--- src/rtl/rrpc_pkg.sv ---
package rrpc_pkg;

  localparam int RADIUS_BITS = 10;
  localparam int COLOR_BITS  = 4;
  localparam int PAIR_BITS   = 8;
  localparam int DATA_BITS   = 32;
  localparam int ADDR_BITS   = 5;
  localparam int IDX_BITS    = 3;

  typedef enum logic [1:0] {
    REGION_SKIP     = 2'd0,
    REGION_BORDER   = 2'd1,
    REGION_INTERIOR = 2'd2
  } region_t;

  typedef enum logic [IDX_BITS-1:0] {
    REG_LEFT   = 3'd0,
    REG_TOP    = 3'd1,
    REG_RIGHT  = 3'd2,
    REG_BOTTOM = 3'd3,
    REG_RADIUS = 3'd4,
    REG_BORDER = 3'd5,
    REG_FILL   = 3'd6,
    REG_COLOR  = 3'd7
  } reg_idx_t;

  // geometry verdict carried alongside the corner offsets
  typedef struct packed {
    logic outside;
    logic corner;
    logic edge_border;
  } geom_flags_t;

endpackage

--- src/rtl/rrpc_regs.sv ---
module rrpc_regs #(
  parameter int COORD_BITS = 11
) (
  input  logic                                 clk,
  input  logic                                 rst_n,
  input  logic                                 psel,
  input  logic                                 penable,
  input  logic                                 pwrite,
  input  logic [rrpc_pkg::ADDR_BITS-1:0]       paddr,
  input  logic [rrpc_pkg::DATA_BITS-1:0]       pwdata,
  output logic [rrpc_pkg::DATA_BITS-1:0]       prdata,
  output logic                                 pready,
  output logic [COORD_BITS-1:0]                left_o,
  output logic [COORD_BITS-1:0]                top_o,
  output logic [COORD_BITS-1:0]                right_o,
  output logic [COORD_BITS-1:0]                bottom_o,
  output logic [rrpc_pkg::RADIUS_BITS-1:0]     radius_o,
  output logic [rrpc_pkg::RADIUS_BITS-1:0]     border_o,
  output logic                                 fill_o,
  output logic [rrpc_pkg::PAIR_BITS-1:0]       color_o
);

  logic [COORD_BITS-1:0]             left_r, top_r, right_r, bottom_r;
  logic [rrpc_pkg::RADIUS_BITS-1:0]  radius_r, border_r;
  logic                              fill_r;
  logic [rrpc_pkg::PAIR_BITS-1:0]    color_r;
  logic                              wr_en;
  rrpc_pkg::reg_idx_t                idx;

  assign pready = 1'b1;
  assign wr_en  = psel && penable && pwrite;
  assign idx    = rrpc_pkg::reg_idx_t'(paddr[rrpc_pkg::ADDR_BITS-1:2]);

  always_ff @(posedge clk) begin
    if (!rst_n) begin
      left_r   <= '0;
      top_r    <= '0;
      right_r  <= '0;
      bottom_r <= '0;
      radius_r <= '0;
      border_r <= rrpc_pkg::RADIUS_BITS'(1);
      fill_r   <= 1'b0;
      color_r  <= '0;
    end else if (wr_en) begin
      case (idx)
        rrpc_pkg::REG_LEFT:   left_r   <= pwdata[COORD_BITS-1:0];
        rrpc_pkg::REG_TOP:    top_r    <= pwdata[COORD_BITS-1:0];
        rrpc_pkg::REG_RIGHT:  right_r  <= pwdata[COORD_BITS-1:0];
        rrpc_pkg::REG_BOTTOM: bottom_r <= pwdata[COORD_BITS-1:0];
        rrpc_pkg::REG_RADIUS: radius_r <= pwdata[rrpc_pkg::RADIUS_BITS-1:0];
        rrpc_pkg::REG_BORDER: border_r <= pwdata[rrpc_pkg::RADIUS_BITS-1:0];
        rrpc_pkg::REG_FILL:   fill_r   <= pwdata[0];
        rrpc_pkg::REG_COLOR:  color_r  <= pwdata[rrpc_pkg::PAIR_BITS-1:0];
        default: ;
      endcase
    end
  end

  always_comb begin
    case (idx)
      rrpc_pkg::REG_LEFT:   prdata = rrpc_pkg::DATA_BITS'(left_r);
      rrpc_pkg::REG_TOP:    prdata = rrpc_pkg::DATA_BITS'(top_r);
      rrpc_pkg::REG_RIGHT:  prdata = rrpc_pkg::DATA_BITS'(right_r);
      rrpc_pkg::REG_BOTTOM: prdata = rrpc_pkg::DATA_BITS'(bottom_r);
      rrpc_pkg::REG_RADIUS: prdata = rrpc_pkg::DATA_BITS'(radius_r);
      rrpc_pkg::REG_BORDER: prdata = rrpc_pkg::DATA_BITS'(border_r);
      rrpc_pkg::REG_FILL:   prdata = rrpc_pkg::DATA_BITS'(fill_r);
      rrpc_pkg::REG_COLOR:  prdata = rrpc_pkg::DATA_BITS'(color_r);
      default:              prdata = '0;
    endcase
  end

  assign left_o   = left_r;
  assign top_o    = top_r;
  assign right_o  = right_r;
  assign bottom_o = bottom_r;
  assign radius_o = radius_r;
  assign border_o = border_r;
  assign fill_o   = fill_r;
  assign color_o  = color_r;

endmodule

--- src/rtl/rrpc_geom.sv ---
module rrpc_geom #(
  parameter int COORD_BITS = 11,
  parameter int SW         = 13
) (
  input  logic                                    clk,
  input  logic                                    rst_n,
  input  logic                                    valid_i,
  input  logic [COORD_BITS-1:0]                   x_i,
  input  logic [COORD_BITS-1:0]                   y_i,
  input  logic [COORD_BITS-1:0]                   left_i,
  input  logic [COORD_BITS-1:0]                   top_i,
  input  logic [COORD_BITS-1:0]                   right_i,
  input  logic [COORD_BITS-1:0]                   bottom_i,
  input  logic [rrpc_pkg::RADIUS_BITS-1:0]        radius_i,
  input  logic [rrpc_pkg::RADIUS_BITS-1:0]        border_i,
  output logic                                    valid_o,
  output logic [COORD_BITS-1:0]                   x_o,
  output logic [COORD_BITS-1:0]                   y_o,
  output rrpc_pkg::geom_flags_t                   flags_o,
  output logic signed [SW-1:0]                    dx_o,
  output logic signed [SW-1:0]                    dy_o,
  output logic signed [rrpc_pkg::RADIUS_BITS:0]   inner_o,
  output logic [rrpc_pkg::RADIUS_BITS-1:0]        radius_o
);

  logic [rrpc_pkg::RADIUS_BITS-1:0]      tw;
  logic signed [SW-1:0]                  xs, ys, ls, ts_e, rs_e, bs, rad, thk;
  logic signed [SW-1:0]                  x1r, x2r, y1r, y2r, x1t, x2t, y1t, y2t;
  logic                                  lc, rc, tc, bc;
  rrpc_pkg::geom_flags_t                 flags_nxt;
  logic signed [SW-1:0]                  dx_nxt, dy_nxt;
  logic signed [rrpc_pkg::RADIUS_BITS:0] inner_nxt;

  logic                                  valid_r;
  logic [COORD_BITS-1:0]                 x_r, y_r;
  rrpc_pkg::geom_flags_t                 flags_r;
  logic signed [SW-1:0]                  dx_r, dy_r;
  logic signed [rrpc_pkg::RADIUS_BITS:0] inner_r;
  logic [rrpc_pkg::RADIUS_BITS-1:0]      radius_r;

  // zero thickness acts as one
  assign tw = (border_i == '0) ? rrpc_pkg::RADIUS_BITS'(1) : border_i;

  assign xs   = SW'(x_i);
  assign ys   = SW'(y_i);
  assign ls   = SW'(left_i);
  assign ts_e = SW'(top_i);
  assign rs_e = SW'(right_i);
  assign bs   = SW'(bottom_i);
  assign rad  = SW'(radius_i);
  assign thk  = SW'(tw);

  assign x1r = ls + rad;
  assign x2r = rs_e - rad;
  assign y1r = ts_e + rad;
  assign y2r = bs - rad;
  assign x1t = ls + thk;
  assign x2t = rs_e - thk;
  assign y1t = ts_e + thk;
  assign y2t = bs - thk;

  assign lc = xs < x1r;
  assign rc = xs > x2r;
  assign tc = ys < y1r;
  assign bc = ys > y2r;

  // corner priority TL, TR, BL, BR reduces to: left arc wins on x, top arc on y
  always_comb begin
    flags_nxt.outside     = (x_i < left_i) || (x_i > right_i) ||
                            (y_i < top_i) || (y_i > bottom_i);
    flags_nxt.corner      = (lc || rc) && (tc || bc);
    flags_nxt.edge_border = (xs < x1t) || (xs > x2t) || (ys < y1t) || (ys > y2t);
    dx_nxt    = lc ? (xs - x1r) : (xs - x2r);
    dy_nxt    = tc ? (ys - y1r) : (ys - y2r);
    inner_nxt = $signed({1'b0, radius_i}) - $signed({1'b0, tw});
  end

  always_ff @(posedge clk) begin
    if (!rst_n) begin
      valid_r <= 1'b0;
    end else begin
      valid_r <= valid_i;
    end
  end

  always_ff @(posedge clk) begin
    x_r      <= x_i;
    y_r      <= y_i;
    flags_r  <= flags_nxt;
    dx_r     <= dx_nxt;
    dy_r     <= dy_nxt;
    inner_r  <= inner_nxt;
    radius_r <= radius_i;
  end

  assign valid_o  = valid_r;
  assign x_o      = x_r;
  assign y_o      = y_r;
  assign flags_o  = flags_r;
  assign dx_o     = dx_r;
  assign dy_o     = dy_r;
  assign inner_o  = inner_r;
  assign radius_o = radius_r;

endmodule

--- src/rtl/rrpc_square.sv ---
module rrpc_square #(
  parameter int COORD_BITS = 11,
  parameter int SW         = 13
) (
  input  logic                                    clk,
  input  logic                                    rst_n,
  input  logic                                    valid_i,
  input  logic [COORD_BITS-1:0]                   x_i,
  input  logic [COORD_BITS-1:0]                   y_i,
  input  rrpc_pkg::geom_flags_t                   flags_i,
  input  logic signed [SW-1:0]                    dx_i,
  input  logic signed [SW-1:0]                    dy_i,
  input  logic signed [rrpc_pkg::RADIUS_BITS:0]   inner_i,
  input  logic [rrpc_pkg::RADIUS_BITS-1:0]        radius_i,
  output logic                                    valid_o,
  output logic [COORD_BITS-1:0]                   x_o,
  output logic [COORD_BITS-1:0]                   y_o,
  output rrpc_pkg::geom_flags_t                   flags_o,
  output logic [2*SW-1:0]                         dxsq_o,
  output logic [2*SW-1:0]                         dysq_o,
  output logic [2*rrpc_pkg::RADIUS_BITS-1:0]      rsq_o,
  output logic [2*rrpc_pkg::RADIUS_BITS-1:0]      isq_o
);

  localparam int IW = 2*rrpc_pkg::RADIUS_BITS + 2;

  logic signed [2*SW-1:0]                 pdx, pdy;
  logic signed [IW-1:0]                   pin;
  logic [2*rrpc_pkg::RADIUS_BITS-1:0]     prad;

  logic                                   valid_r;
  logic [COORD_BITS-1:0]                  x_r, y_r;
  rrpc_pkg::geom_flags_t                  flags_r;
  logic [2*SW-1:0]                        dxsq_r, dysq_r;
  logic [2*rrpc_pkg::RADIUS_BITS-1:0]     rsq_r, isq_r;

  assign pdx  = dx_i * dx_i;
  assign pdy  = dy_i * dy_i;
  assign pin  = inner_i * inner_i;
  assign prad = radius_i * radius_i;

  always_ff @(posedge clk) begin
    if (!rst_n) begin
      valid_r <= 1'b0;
    end else begin
      valid_r <= valid_i;
    end
  end

  // |r - t| stays below 2^RADIUS_BITS, so its square fits the low bits
  always_ff @(posedge clk) begin
    x_r     <= x_i;
    y_r     <= y_i;
    flags_r <= flags_i;
    dxsq_r  <= pdx;
    dysq_r  <= pdy;
    rsq_r   <= prad;
    isq_r   <= pin[2*rrpc_pkg::RADIUS_BITS-1:0];
  end

  assign valid_o = valid_r;
  assign x_o     = x_r;
  assign y_o     = y_r;
  assign flags_o = flags_r;
  assign dxsq_o  = dxsq_r;
  assign dysq_o  = dysq_r;
  assign rsq_o   = rsq_r;
  assign isq_o   = isq_r;

endmodule

--- src/rtl/rrpc_class.sv ---
module rrpc_class #(
  parameter int COORD_BITS = 11,
  parameter int SW         = 13
) (
  input  logic                                    clk,
  input  logic                                    rst_n,
  input  logic                                    valid_i,
  input  logic [COORD_BITS-1:0]                   x_i,
  input  logic [COORD_BITS-1:0]                   y_i,
  input  rrpc_pkg::geom_flags_t                   flags_i,
  input  logic [2*SW-1:0]                         dxsq_i,
  input  logic [2*SW-1:0]                         dysq_i,
  input  logic [2*rrpc_pkg::RADIUS_BITS-1:0]      rsq_i,
  input  logic [2*rrpc_pkg::RADIUS_BITS-1:0]      isq_i,
  input  logic                                    fill_i,
  input  logic [rrpc_pkg::PAIR_BITS-1:0]          color_i,
  output logic                                    valid_o,
  output logic [COORD_BITS-1:0]                   x_o,
  output logic [COORD_BITS-1:0]                   y_o,
  output logic [1:0]                              region_o,
  output logic                                    we_o,
  output logic [rrpc_pkg::COLOR_BITS-1:0]         color_o
);

  localparam int DW = 2*SW + 1;

  logic [DW-1:0]                      d2;
  rrpc_pkg::region_t                  region_nxt;
  logic                               we_nxt;
  logic [rrpc_pkg::COLOR_BITS-1:0]    color_nxt;

  logic                               valid_r;
  logic [COORD_BITS-1:0]              x_r, y_r;
  rrpc_pkg::region_t                  region_r;
  logic                               we_r;
  logic [rrpc_pkg::COLOR_BITS-1:0]    color_r;

  assign d2 = DW'(dxsq_i) + DW'(dysq_i);

  always_comb begin
    if (flags_i.outside) begin
      region_nxt = rrpc_pkg::REGION_SKIP;
    end else if (flags_i.corner) begin
      if (d2 > DW'(rsq_i)) begin
        region_nxt = rrpc_pkg::REGION_SKIP;
      end else if (d2 >= DW'(isq_i)) begin
        region_nxt = rrpc_pkg::REGION_BORDER;
      end else begin
        region_nxt = rrpc_pkg::REGION_INTERIOR;
      end
    end else if (flags_i.edge_border) begin
      region_nxt = rrpc_pkg::REGION_BORDER;
    end else begin
      region_nxt = rrpc_pkg::REGION_INTERIOR;
    end

    case (region_nxt)
      rrpc_pkg::REGION_BORDER: begin
        we_nxt    = 1'b1;
        color_nxt = color_i[rrpc_pkg::COLOR_BITS-1:0];
      end
      rrpc_pkg::REGION_INTERIOR: begin
        we_nxt    = fill_i;
        color_nxt = color_i[rrpc_pkg::PAIR_BITS-1:rrpc_pkg::COLOR_BITS];
      end
      default: begin
        we_nxt    = 1'b0;
        color_nxt = '0;
      end
    endcase
  end

  always_ff @(posedge clk) begin
    if (!rst_n) begin
      valid_r <= 1'b0;
    end else begin
      valid_r <= valid_i;
    end
  end

  always_ff @(posedge clk) begin
    x_r      <= x_i;
    y_r      <= y_i;
    region_r <= region_nxt;
    we_r     <= we_nxt;
    color_r  <= color_nxt;
  end

  assign valid_o  = valid_r;
  assign x_o      = x_r;
  assign y_o      = y_r;
  assign region_o = region_r;
  assign we_o     = we_r;
  assign color_o  = color_r;

endmodule

--- src/rtl/rounded_rect_pixel_classifier.sv ---
// Rounded rectangle pixel classifier.
// Input: pulse start with in_pixel_x/in_pixel_y; a request is taken on a
// clock edge where start is high and busy is low. busy is high during reset
// and until the first clock edge after it, then stays low, so one pixel can be
// taken on every clock.
// Output: when a request has passed the register stages below, out_valid is
// high for one cycle with the pixel coordinates, region (0 skip, 1 border,
// 2 interior), write enable and palette index. There is no back-pressure;
// each result must be captured in the cycle it appears.
// Throughput is one pixel per clock; latency is four register stages:
// input capture, edge/corner compare, squaring multipliers, and the
// distance compare with output register.
// Configuration sits on an APB-style port, one register per 4-byte word;
// pready is tied high. Change registers only with the pipeline empty.
// Synchronous active-low reset empties the pipeline and loads the register
// reset values (border width 1, all others 0).
module rounded_rect_pixel_classifier #(
  parameter int COORD_BITS = 11
) (
  input  logic                                clk,
  input  logic                                rst_n,
  input  logic                                start,
  output logic                                busy,
  input  logic [COORD_BITS-1:0]               in_pixel_x,
  input  logic [COORD_BITS-1:0]               in_pixel_y,
  output logic                                out_valid,
  output logic [COORD_BITS-1:0]               out_x,
  output logic [COORD_BITS-1:0]               out_y,
  output logic [1:0]                          out_region,
  output logic                                out_write_enable,
  output logic [rrpc_pkg::COLOR_BITS-1:0]     out_color_index,
  input  logic                                psel,
  input  logic                                penable,
  input  logic                                pwrite,
  input  logic [rrpc_pkg::ADDR_BITS-1:0]      paddr,
  input  logic [rrpc_pkg::DATA_BITS-1:0]      pwdata,
  output logic [rrpc_pkg::DATA_BITS-1:0]      prdata,
  output logic                                pready
);

  // signed width holding edge +/- radius and the corner offsets
  localparam int SW = ((COORD_BITS > rrpc_pkg::RADIUS_BITS) ?
                       COORD_BITS : rrpc_pkg::RADIUS_BITS) + 2;

  logic                                  busy_r;
  logic                                  in_valid_r;
  logic [COORD_BITS-1:0]                 in_x_r, in_y_r;

  logic [COORD_BITS-1:0]                 cfg_left, cfg_top, cfg_right, cfg_bottom;
  logic [rrpc_pkg::RADIUS_BITS-1:0]      cfg_radius, cfg_border;
  logic                                  cfg_fill;
  logic [rrpc_pkg::PAIR_BITS-1:0]        cfg_color;

  logic                                  g_valid;
  logic [COORD_BITS-1:0]                 g_x, g_y;
  rrpc_pkg::geom_flags_t                 g_flags;
  logic signed [SW-1:0]                  g_dx, g_dy;
  logic signed [rrpc_pkg::RADIUS_BITS:0] g_inner;
  logic [rrpc_pkg::RADIUS_BITS-1:0]      g_radius;

  logic                                  s_valid;
  logic [COORD_BITS-1:0]                 s_x, s_y;
  rrpc_pkg::geom_flags_t                 s_flags;
  logic [2*SW-1:0]                       s_dxsq, s_dysq;
  logic [2*rrpc_pkg::RADIUS_BITS-1:0]    s_rsq, s_isq;

  always_ff @(posedge clk) begin
    if (!rst_n) begin
      busy_r     <= 1'b1;
      in_valid_r <= 1'b0;
    end else begin
      busy_r     <= 1'b0;
      in_valid_r <= start && !busy_r;
    end
  end

  always_ff @(posedge clk) begin
    in_x_r <= in_pixel_x;
    in_y_r <= in_pixel_y;
  end

  assign busy = busy_r;

  rrpc_regs #(.COORD_BITS(COORD_BITS)) u_regs (
    .clk      (clk),
    .rst_n    (rst_n),
    .psel     (psel),
    .penable  (penable),
    .pwrite   (pwrite),
    .paddr    (paddr),
    .pwdata   (pwdata),
    .prdata   (prdata),
    .pready   (pready),
    .left_o   (cfg_left),
    .top_o    (cfg_top),
    .right_o  (cfg_right),
    .bottom_o (cfg_bottom),
    .radius_o (cfg_radius),
    .border_o (cfg_border),
    .fill_o   (cfg_fill),
    .color_o  (cfg_color)
  );

  rrpc_geom #(.COORD_BITS(COORD_BITS), .SW(SW)) u_geom (
    .clk      (clk),
    .rst_n    (rst_n),
    .valid_i  (in_valid_r),
    .x_i      (in_x_r),
    .y_i      (in_y_r),
    .left_i   (cfg_left),
    .top_i    (cfg_top),
    .right_i  (cfg_right),
    .bottom_i (cfg_bottom),
    .radius_i (cfg_radius),
    .border_i (cfg_border),
    .valid_o  (g_valid),
    .x_o      (g_x),
    .y_o      (g_y),
    .flags_o  (g_flags),
    .dx_o     (g_dx),
    .dy_o     (g_dy),
    .inner_o  (g_inner),
    .radius_o (g_radius)
  );

  rrpc_square #(.COORD_BITS(COORD_BITS), .SW(SW)) u_square (
    .clk      (clk),
    .rst_n    (rst_n),
    .valid_i  (g_valid),
    .x_i      (g_x),
    .y_i      (g_y),
    .flags_i  (g_flags),
    .dx_i     (g_dx),
    .dy_i     (g_dy),
    .inner_i  (g_inner),
    .radius_i (g_radius),
    .valid_o  (s_valid),
    .x_o      (s_x),
    .y_o      (s_y),
    .flags_o  (s_flags),
    .dxsq_o   (s_dxsq),
    .dysq_o   (s_dysq),
    .rsq_o    (s_rsq),
    .isq_o    (s_isq)
  );

  rrpc_class #(.COORD_BITS(COORD_BITS), .SW(SW)) u_class (
    .clk      (clk),
    .rst_n    (rst_n),
    .valid_i  (s_valid),
    .x_i      (s_x),
    .y_i      (s_y),
    .flags_i  (s_flags),
    .dxsq_i   (s_dxsq),
    .dysq_i   (s_dysq),
    .rsq_i    (s_rsq),
    .isq_i    (s_isq),
    .fill_i   (cfg_fill),
    .color_i  (cfg_color),
    .valid_o  (out_valid),
    .x_o      (out_x),
    .y_o      (out_y),
    .region_o (out_region),
    .we_o     (out_write_enable),
    .color_o  (out_color_index)
  );

  a_req_gives_result: assert property (@(posedge clk) disable iff (!rst_n)
    (start && !busy) |-> ##4 out_valid)
    else $error("taken request produced no result");

  a_result_has_req: assert property (@(posedge clk) disable iff (!rst_n)
    out_valid |-> $past(start && !busy, 4))
    else $error("result without a matching request");

  a_coord_follow: assert property (@(posedge clk) disable iff (!rst_n)
    out_valid |-> (out_x == $past(in_pixel_x, 4)) && (out_y == $past(in_pixel_y, 4)))
    else $error("coordinates lost alignment through the pipeline");

  a_skip_quiet: assert property (@(posedge clk) disable iff (!rst_n)
    (out_valid && (out_region == rrpc_pkg::REGION_SKIP)) |->
      (!out_write_enable && (out_color_index == '0)))
    else $error("skipped pixel carries a write or a colour");

endmodule

--- config.mk ---
export PLATFORM = sky130hd
export DESIGN_NAME = rounded_rect_pixel_classifier
export DESIGN_NICKNAME = d
export VERILOG_FILES = /design/src/rtl/rrpc_pkg.sv /design/src/rtl/rrpc_regs.sv /design/src/rtl/rrpc_geom.sv /design/src/rtl/rrpc_square.sv /design/src/rtl/rrpc_class.sv /design/src/rtl/rounded_rect_pixel_classifier.sv
export SDC_FILE = /design/constraint.sdc
export NUM_CORES = 2
export LEC_CHECK = 0
export BUFFER_PORTS_ARGS = -buffer_cell sky130_fd_sc_hd__buf_4
export CORE_MARGIN = 2
export CORE_UTILIZATION = 40
export DETAILED_ROUTE_END_ITERATION = 8
export HOLD_SLACK_MARGIN = 0.12
export PLACE_DENSITY = 0.64
export SYNTH_ARGS = -nofsm -noshare
export SYNTH_HDL_FRONTEND = slang
export SYNTH_SLANG_ARGS = --single-unit
--- constraint.sdc ---
create_clock -name clk -period 11.1 [get_ports clk]
set_clock_uncertainty 0.15 [all_clocks]
set_input_delay 1.665 -clock clk [delete_from_list [all_inputs] [get_ports clk]]
set_output_delay 1.665 -clock clk [all_outputs]
set_load 0.05 [all_outputs]
# Word level (Yosys, flattened, before mapping)
# Index checks and enable logic that the tools add are counted.
[totals]
regBits = 318
out_inout_bits = 64
wordCells = 114
[op_classes]
addsub = 14
multipliers = 4
magnitude_cmp = 14
n_eq_ne = 9
muxes = 12
reduce_logical = 23
[op_table]
columns = ["cell", "count"]
rows = [
  ["$pmux W32 S8", 1],
  ["$gt A12 B13 Y1", 4],
  ["$lt A12 B13 Y1", 4],
  ["$mul A13 B13 Y26", 2],
  ["$sub A12 B13 Y13", 4],
  ["$add A11 B10 Y12", 4],
  ["$sub A11 B10 Y12", 4],
  ["$add A26 B26 Y27", 1],
  ["$ge A27 B20 Y1", 1],
  ["$gt A27 B20 Y1", 1],
  ["$mux W13", 2],
  ["$gt A11 B11 Y1", 2],
  ["$lt A11 B11 Y1", 2],
  ["$mul A10 B10 Y20", 1],
  ["$mul A11 B11 Y20", 1],
  ["$reduce_and A2 Y1", 8],
  ["$eq A3 B3 Y1 const B", 4],
  ["$sub A10 B10 Y11", 1],
  ["$logic_not A10 Y1", 1],
  ["$mux W10", 1],
  ["$mux W2", 5],
  ["$logic_or A1 B1 Y1", 8],
  ["$pmux W4 S2", 1],
  ["$eq A3 B2 Y1 const B", 2],
  ["other kinds (8)", 11],
]

# Longest topological paths before layout
[depth]
word_depth = 8
depth_mapped = 26

# Hierarchy
# Synthesis repeated with hierarchy kept, for this count alone.
[hier_totals]
hier_cells = 4125
area_unflattened_um2 = 37035.5
[by_module_without_submodules]
columns = ["mod", "instances", "cells_per_inst", "area_each_um2"]
rows = [
  ["rrpc_square", 1, 2171, 20749.9],
  ["rrpc_geom", 1, 1107, 9196.3],
  ["rrpc_regs", 1, 411, 3338.2],
  ["rrpc_class", 1, 410, 3258.1],
  ["rounded_rect_pixel_classifier", 1, 26, 493.0],
]

# Worst setup path after synthesis
# OpenSTA, ideal clock, no wires.
[synth_timing]
path_kind = "reg2reg"
start = "reg u_geom.dx_r[1], in the netlist u_geom.dx_o[1]"
end = "reg u_square.dxsq_r[24], in the netlist u_square.dxsq_o[24]"
setup_time_ns = 0.127
t_arrival_ns = 5.741
slack_ns = 5.081
stages_incl_launch_ff = 23
n_path_buf = 2
synth_period_minus_slack_ns = 6.019
path_cell_list = "dfxtp_1 clkbuf_1 clkbuf_1 and2_1 fa_1 fa_1 fa_1 inv_1 fa_1 inv_1 fa_1 ha_1 ha_1 and2_1 a31oi_2 a311oi_1 o31ai_2 o21ai_2 a21oi_2 o21ai_2 a2111oi_2 nor3_1 xor2_1"
[synth_between]
elab_chain_cells = 1
[synth_lines]
columns = ["element", "line", "text"]
rows = [
  ["from (decl)", "rrpc_geom.sv:37", "logic signed [SW-1:0] dx_r, dy_r;"],
  ["from (signal assigned)", "rrpc_geom.sv:90", "dx_r <= dx_nxt;"],
  ["$mul A13 B13 Y26", "rrpc_square.sv:37", "assign pdx = dx_i * dx_i;"],
  ["net u_square.pdx[24]", "rrpc_square.sv:27", "logic signed [2*SW-1:0] pdx, pdy;"],
  ["to (signal assigned)", "rrpc_square.sv:55", "dxsq_r <= pdx;"],
  ["to (decl)", "rrpc_square.sv:34", "logic [2*SW-1:0] dxsq_r, dysq_r;"],
]
# The timed path passes the listed nets, and every way through them passes these cells.
# A chain may end at the register's enable or synchronous reset.

# Worst setup path in the final report
# Same ends and word-level chain as after synthesis.

==> results.toml <==
[place]
hpwl_um = 69900
portBuffers = 83
gp_congestion = 0.904
pre_cts_slack_ps = 4630

[grt]
use_met3_pct = 2.99
grt_pass1_wl_um = 140000
grt_most_used_layer = "met2"
antenna_found_initial = 2
gr-total-overflow = 0
use_met1_pct = 25.9
grt_util_met2_pct = 32.5
grt_pass1_vias = 26500
grt_max_degree = 54
track_usage_pct = 19.4

[detailed_routing]
vias_per_cell = 5.03
routed_wl_um = 85000
drcViolationCount = 0
wire_per_inst_um = 16.6
antenna_left = 0
via_count = 25800
dr.pass1.iters = 8
first_iter_violations = 1496

[sta]
fin_crit_ps = 6500
drv_slew = 0
clock.fmax_mhz = 154
worst_slew_pin_slew_ps = 1150
fin_crit_sh_pct = 58.5
setup_violations = 0
tns_ps = 0
final_hold_viol_count = 0
rsz0062_at_grt = "no"
fin_ws_ps = 4600
relSlewSlack_pct = 22.9

[clock_tree]
clk_latency_ps = 610
cts_buffer_depth = 3
htreeDepth = 2
cts_resized = 0
cts_made_buffers = 39
root_buffer = "clkbuf_16"
tritoncts = "yes"
cts_sinks = 314
cts_setup_buffers = 0
clk_pin_slew_worst_paths_ps = 70
cts_hold_buf = 0

[status]
status = "complete, no violations"

[critical_path]
path_cells = "and2_1 > fa_1 > fa_1 > fa_1 > inv_1 > fa_1 > inv_1 > fa_1 > ha_1 > ha_1 > and2_1 > a31oi_2 > a311oi_1 > o31ai_2 > o21ai_2 > a21oi_2 > o21ai_2 > a2111oi_2 > nor3_1 > xor2_1"
crit_required_ps = 11380
crit_start = "u_geom.dx_o[1]$_DFF_P_"
crit_path_max_fanout = 18
max_stage_delay_ps = 850
critPathArrivalTime_ps = 6780
cp-start-kind = "flop"
criticalPathCategory = "reg2reg"
critPathSlowestCell = "dfxtp_1"
worstSetupEndpointType = "flop"
cp_common_cell = "fa_1"
reg2reg_from = "u_geom.dx_o[1]$_DFF_P_"

[final_layout]
area_growth_pct = 8.78
drive_gt1_share_pct = 5.14
nets = 4955
fin_util_pct = 43.9
nFillCells = 8719
num_antenna_cells = 0

[synth]
ys_warn_count = 0
ys_ff_latch = 314
synthesis.area_sq_um = 35700
synth.yosys.seq_area_share_pct = 17.6
syn_area_per_cell_sq_um = 9.15
synth_cell_types = 84
synth_enable_flop_cells = 0
syn_inst = 3898
synthFlopType = "dfxtp_1"
synthArstFlopShare_pct = 0

[floorplan]
coreArea_sq_um = 88400
rows = 109
start_util_pct = 40.3
die_w_um = 303
die_h_um = 303
die-area_sq_um = 91500
io_pins = 129

[run]
cap_viol_max_count = 0

[min_path]
hp-start = "u_geom.y_o[2]$_DFF_P_"
hold_path.class = "reg2reg"
## per-layer routing
layer | part of all wire (%) | vias up
met2 | 46 | 565
met1 | 44 | 12500
li1 | - | 12600
met3 | 5.9 | 134
met5 | 0 | -
met4 | 3.2 | 0
## critical path, delay by kind of cell, from the launching register on
| family | cells | cell delay (ps) |
|---|---|---|
| fa+ha+maj | 7 | 3100 |
| compound gates | 7 | 1430 |
| flops | 1 | 850 |
| simple gates | 3 | 570 |
| xor+xnor | 1 | 150 |
| buf+inv | 2 | 100 |
## synth_stat cells, drive strengths merged, types with 5 or more instances
library cell  instances  area [sq um]
and3                 16           100
clkbuf               82           308
a21o                 90           676
nand4                31           194
o31a                  7          61.3
o21a                 31           240
fa                  440          8810
dfxtp               314          6290
or3                  11          68.8
o21ai               114           582
a21boi               14           105
nor3                 38           195
and2                114           713
nand2b               53           332
inv                 722          2710
a221oi                7          61.3
o2111ai               7          61.3
a31o                  5          43.8
nand2               285          1070
ha                  509          6370
o21bai               22           165
nor4                  8          56.3
a211oi               12          95.1
o31ai                 7          57.6
o22ai                 7          43.8
nor2                201           754
or2                   9          56.3
nand3                47           235
mux2i                74           741
xor2                 65           569
xnor2               164          1440
a211o                 5          43.8
buf                  31           208
nor2b                65           407
a21oi               206          1040
a31oi                19           125
o211ai               10          75.1
## state kept, by name, indices dropped and copies added, names as in the netlist, 13 cells and up
signal           flops
u_geom.dy_o         13
u_square.isq_o      19
u_square.dxsq_o     25
u_square.dysq_o     25
u_square.rsq_o      19
u_geom.dx_o         13
## final cells by class
cell class	instances	area, sq um	area share [%]
Clock buffer	48	1060	2.73
Clock inverter	22	325	0.839
Inverter	723	2710	7.00
Multi-Input combinational cell	2768	26200	67.6
Sequential cell	314	6290	16.2
Tap cell	1165	1460	3.76
Timing Repair Buffer	95	713	1.84
## layout by cell type, fill, tap and decap left out, drive strengths merged, types with 74 or more instances in the layout
cell type | Yosys | routed
fa | 440 | 440
and2 | 114 | 114
buf | 31 | 95
mux2i | 74 | 74
dfxtp | 314 | 314
inv | 722 | 727
a21o | 90 | 90
xnor2 | 164 | 164
nand2 | 285 | 285
o21ai | 114 | 114
ha | 509 | 509
nor2 | 201 | 201
a21oi | 206 | 206
## logic make-up (layout without fill, tap and decap cells)
| group | count (synthesis) | count (layout) | synth area share [%] |
|---|---|---|---|
| flip-flops | 314 | 314 | 17.6 |
| adder cells (fa/ha/maj) | 949 | 949 | 42.6 |
| multiplexers | 80 | 80 | 2.37 |
| buffers and inverters | 836 | 888 | 9.06 |
| AND/OR/NAND/NOR | 891 | 891 | 12.0 |
| XOR/XNOR | 229 | 229 | 5.62 |
| AO/OA/AOI/OAI | 597 | 597 | 10.7 |
| other | 2 | 22 | 0.0211 |
## path summary, 6_finish.rpt
check | to | slack [ps] | cells after the start
max | u_square.dxsq_o[24]$_DFF_P_ | 4600 | 20
min | u_square.y_o[2]$_DFF_P_ | 170 | 0
max reg2reg | u_square.dxsq_o[24]$_DFF_P_ | 4600 | 20
min reg2reg | u_square.y_o[2]$_DFF_P_ | 170 | 0
## through the flow
| step | hold WS (ps) | std cells | instance area, sq um |
|---|---|---|---|
| after global routing | 178 | 5135 | 38800 |
| after CTS | 170 | 5135 | 38800 |
| after global placement | 161 | 5065 | 37400 |
| after floorplan | 160 | 3918 | 35700 |
| after detailed placement | 162 | 5065 | 37400 |
| final | 167 | 5135 | 38800 |
Power is left out: the tool's default activity adds up to more than one toggle a clock period on the data nets, which glitch-free logic cannot reach.
